$ cat src/sv/assert_macros.svh
// Assertion macros shared by the deadline timer queue modules.
`ifndef ASSERT_MACROS_SVH
`define ASSERT_MACROS_SVH
// Same-cycle implication, disabled during reset.
`define ASSERT_IMPLIES(lbl, clk, rst, pre, post) \
   lbl: assert property (@(posedge clk) disable iff (rst) (pre) |-> (post)) \
      else $error("assertion failed");
// Next-cycle implication, disabled during reset.
`define ASSERT_NEXT(lbl, clk, rst, pre, post) \
   lbl: assert property (@(posedge clk) disable iff (rst) (pre) |=> (post)) \
      else $error("assertion failed");
`endif

$ cat src/sv/dtq_pkg.sv
// Shared constants, result codes and command types of the deadline timer queue.
package dtq_pkg;
   localparam int QUEUE_DEPTH  = 32;
   localparam int TASK_ID_BITS = 8;
   localparam int ID_FIELD_W   = 8;
   localparam int STORE_ID_W   = (TASK_ID_BITS < ID_FIELD_W) ? TASK_ID_BITS : ID_FIELD_W;
   localparam int COUNT_W      = $clog2(QUEUE_DEPTH + 1);
   localparam int IDX_W        = $clog2(QUEUE_DEPTH);

   typedef enum logic [2:0] {
      KIND_NEW_EARLIEST = 3'd0,
      KIND_INSERTED     = 3'd1,
      KIND_PASSED       = 3'd2,
      KIND_FULL         = 3'd3,
      KIND_RELEASED     = 3'd4,
      KIND_NONE         = 3'd5
   } kind_type;

   localparam logic FUNC_INSERT = 1'b0;
   localparam logic FUNC_EXPIRE = 1'b1;

   typedef struct packed {
      logic latch;
      logic insert;
      logic release_head;
      logic none_due;
   } cmd_type;

   typedef struct packed {
      logic is_expire;
      logic head_due;
      logic more_due;
   } status_type;

   // True when time a is strictly earlier than time b.
   function automatic logic earlier(input logic [31:0] as, input logic [29:0] an,
                                    input logic [31:0] bs, input logic [29:0] bn);
      earlier = (as != bs) ? (as < bs) : (an < bn);
   endfunction
endpackage

$ cat src/sv/dtq_ctrl.sv
// Controller state machine of the deadline timer queue.
`include "assert_macros.svh"
module dtq_ctrl import dtq_pkg::*; (
   input  logic       clock,
   input  logic       reset,
   input  logic       req_valid,
   output logic       req_ready,
   output logic       rsp_valid,
   input  logic       rsp_ready,
   input  status_type status,
   output cmd_type    cmd
);
   typedef enum logic {ST_IDLE, ST_EXEC} state_type;

   state_type state_ff, state_in;
   logic      rsp_valid_ff, rsp_valid_in;
   logic      out_free;

   assign out_free  = !rsp_valid_ff || rsp_ready;
   assign req_ready = (state_ff == ST_IDLE);
   assign rsp_valid = rsp_valid_ff;

   always_comb begin
      cmd      = '0;
      state_in = state_ff;
      case (state_ff)
         ST_IDLE: begin
            if (req_valid) begin
               cmd.latch = 1'b1;
               state_in  = ST_EXEC;
            end
         end
         ST_EXEC: begin
            if (out_free) begin
               if (!status.is_expire) begin
                  cmd.insert = 1'b1;
                  state_in   = ST_IDLE;
               end else if (status.head_due) begin
                  cmd.release_head = 1'b1;
                  if (!status.more_due) state_in = ST_IDLE;
               end else begin
                  cmd.none_due = 1'b1;
                  state_in     = ST_IDLE;
               end
            end
         end
         default: state_in = ST_IDLE;
      endcase
      if (cmd.insert || cmd.release_head || cmd.none_due) rsp_valid_in = 1'b1;
      else if (rsp_ready) rsp_valid_in = 1'b0;
      else rsp_valid_in = rsp_valid_ff;
   end

   always_ff @(posedge clock) begin
      if (reset) begin
         state_ff     <= ST_IDLE;
         rsp_valid_ff <= 1'b0;
      end else begin
         state_ff     <= state_in;
         rsp_valid_ff <= rsp_valid_in;
      end
   end

   `ASSERT_NEXT(a_insert_done, clock, reset,
                state_ff == ST_EXEC && out_free && !status.is_expire,
                state_ff == ST_IDLE && rsp_valid_ff)
   `ASSERT_IMPLIES(a_one_cmd, clock, reset, 1'b1,
                   $onehot0({cmd.latch, cmd.insert, cmd.release_head, cmd.none_due}))
endmodule

$ cat config.mk
export PLATFORM = sky130hd
export DESIGN_NAME = dtq_ctrl
export DESIGN_NICKNAME = d
export VERILOG_FILES = /design/src/sv/dtq_pkg.sv /design/src/sv/dtq_ctrl.sv
export VERILOG_INCLUDE_DIRS = /design/src /design/src/sv
export SDC_FILE = /design/constraint.sdc
export NUM_CORES = 1
export LEC_CHECK = 0
export BUFFER_PORTS_ARGS = -buffer_cell sky130_fd_sc_hd__buf_2
export CAP_MARGIN = 15
export CORE_AREA = 2 2 39 41
export CTS_BUF_LIST = sky130_fd_sc_hd__clkbuf_2
export DETAILED_ROUTE_END_ITERATION = 16
export DIE_AREA = 0 0 41 43
export PLACE_DENSITY = 0.36
export REMOVE_ABC_BUFFERS = 1
export SLEW_MARGIN = 20
export SYNTH_ARGS = -nofsm -noshare
export SYNTH_HDL_FRONTEND = slang
export SYNTH_SLANG_ARGS = --single-unit
$ cat constraint.sdc
create_clock -name clock -period 1.1 [get_ports clock]
set_clock_uncertainty 0.05 [all_clocks]
set_input_delay 0.11 -clock clock [delete_from_list [all_inputs] [get_ports clock]]
set_output_delay 0.11 -clock clock [all_outputs]
set_load 0.02 [all_outputs]
==> results_dict.tcl <==
set metrics [dict create \
    outcome "completed" \
    arrival_ns 0.93 \
    crit_type "reg2out" \
    synthMuxAreaShare_pct 0 \
    fill_cells 155 \
    final_nets 38 \
    setup_viol 0 \
    path_max_fanout 4 \
    area_growth_pct 119.4 \
    cts.sinks 2 \
    clock_latency_ns 0.19 \
    synth.yosys.seq_area_share_pct 34.41 \
    maxClockFrequency_ghz 0.9148 \
    hold_viol 0 \
    crit_family "flip-flops" \
    grt.busiest_layer "met1" \
    leakagePower_nw 0.1269 \
    tightest_slew_ns 0.2200 \
    rrSetupSlack_ns 0.16 \
    fin_setup_tns_ns 0 \
    antenna_found_initial 0 \
    drc 0 \
    start_util_pct 8.409 \
    synth_fa_ha_area_share_pct 0 \
    dieArea_sq_um 1763 \
    drive_above_1_share_pct 82.76 \
    hold_buffers 0 \
    die_w_microns 41 \
    rsz0062_at_grt "yes" \
    grt_max_degree 7 \
    path_clk_slew_ns 0.03 \
    fin_ws_ns 0.006886 \
    netlist_instances 12 \
    endpoint_kind "primary output" \
    grt_pass1_vias 150 \
    wl_per_cell_microns 9.333 \
    grt_pass1_wl_microns 579 \
    antenna_cells 0 \
    fp.dieH_microns 43 \
    fin_crit_sh_pct 99.37 \
    start_kind "register" \
    vdd_drop_max_v 0.0002877 \
    synth_compound_area_share_pct 11.83 \
    dr.pass1.iters 3 \
    cts-buffers-inserted 3 \
    clock_path_buffers 2 \
    vias 165 \
    cp_data_required_time_ns 0.94 \
    p_per_area_nw_per_um2 1090 \
    ant_nets 0 \
    synth_area_sq_um 116.4 \
    cp.buffers_inverters 1 \
    yosysWarningCount 0 \
    portBuffers 12 \
    cp_slowest_stage_delay_ns 0.34 \
    ys_seq_elements 2 \
    use_met2_pct 4.688 \
    grtUsageMet1_pct 8.280 \
    finalCriticalPeriod_ns 1.093 \
    globalRouteOverflowTotal 0 \
    hp-class "in2reg" \
    synthSimpleGateAreaFrac_pct 50.54 \
    row_count 14 \
    core_sq_um 1384 \
    synth_top_family_by_area "simple AND/OR/NAND/NOR gates" \
    path_cells "nand2b_4 -> and4b_2 -> buf_6" \
    cts_tree "yes" \
    synthXorXnorAreaFrac_pct 0 \
    wl_microns 420 \
    maxSlewHeadroom_pct 85.24 \
    ys_types 11 \
    drv_cap 0 \
    drv_slew 0 \
    drtIter0Drc 4 \
    gp_routability_congestion 0.5518 \
    dp_slack_ns 0.09620 \
    pin_count 13 \
    vias_per_cell 3.667 \
    crit_path_top_delay_cell "dfxtp_2" \
    track_usage_pct 5.606 \
    syn_avg_cell_area_sq_um 9.697 \
    root_buffer "clkbuf_2" \
    use_met3_pct 1.571 \
    h-tree-depth 1 \
]
==> layout make-up <==
class	instances	area [sq um]	area share, %
Tap cell	16	20.02	7.843
Inverter	1	6.256	2.451
Clock buffer	3	15.01	5.882
Multi-Input combinational cell	9	78.83	30.88
Sequential cell	2	45.04	17.65
Timing Repair Buffer	14	90.09	35.29
==> cell families (layout without fill, tap and decap cells) <==
group	Yosys count	in the layout
buf+inv	1	18
compound gates	2	2
simple gates	7	7
flops	2	2
==> power by group <==
group          internal, mW  switching, mW  total [mW]
Clock                0.0721         0.0377       0.110
Sequential           0.0799        0.00916      0.0891
Combinational        0.0396         0.0399      0.0795
Total                 0.192         0.0867       0.278
==> per-stage QoR <==
stage               hold WS [ns]  cell area (sq um)  util [%]  power [mW]  instances
floorplan                 0.1291              116.4         -      0.1218         12
global placement          0.2377              196.4     14.20      0.1512         40
detailed placement        0.2375              196.4     14.20      0.1523         40
CTS                      0.01955              252.7     18.26      0.2879         45
global route             0.02706              255.2     18.44      0.3001         45
finish                   0.03793              255.2     18.44      0.2783         45
==> Yosys cell counts <==
library cell  n  area [sq um]
nand3_1       1         5.000
a21oi_1       1         5.000
inv_1         1         3.750
a311oi_1      1         8.760
nor2_1        1         3.750
and4b_2       1         11.26
and2b_1       1         7.510
dfxtp_1       2         40.04
nand2b_4      1         13.76
and4_2        1         10.01
nor3b_1       1         7.510
==> registers in the layout, indices dropped and copies added, names as in the netlist <==
name	count
state_ff	1
rsp_valid	1
==> metal layers <==
layer | part of all wire [%] | wire (microns) | up-vias
li1 | - | - | 80
met4 | 0 | 0 | 0
met2 | 39 | 163 | 13
met5 | 0 | 0 | -
met1 | 50 | 211 | 72
met3 | 11 | 46 | 0
==> path summary, 6_finish.rpt <==
check	depth (start not counted)	from	endpoint
setup / recovery	3	rsp_valid$_SDFFE_PP0P_	cmd[0]
hold / removal	2	reset	rsp_valid$_SDFFE_PP0P_
setup reg to reg	3	rsp_valid$_SDFFE_PP0P_	state_ff$_SDFF_PP0_
hold reg to reg	1	state_ff$_SDFF_PP0_	state_ff$_SDFF_PP0_
==> cell usage in the layout (no fill, tap or decap) <==
cell and n:
a21oi_1 1, a311oi_1 1, and2b_1 1, and4_4 1, and4b_2 1, buf_2 9
buf_4 3, buf_6 2, clkbuf_2 3, dfxtp_2 1, dfxtp_4 1, inv_4 1
nand2b_4 1, nand3_1 1, nor2_1 1, nor3b_2 1
==> what timing repair did <==
action | CTS | global route
gates resized for setup | 11 | 1
buffers inserted | 2 | 0
pin swaps | 1 | 1
endpoints found under the setup margin | 4 | 3
No activity file was read; power rests on OpenSTA's default activity.
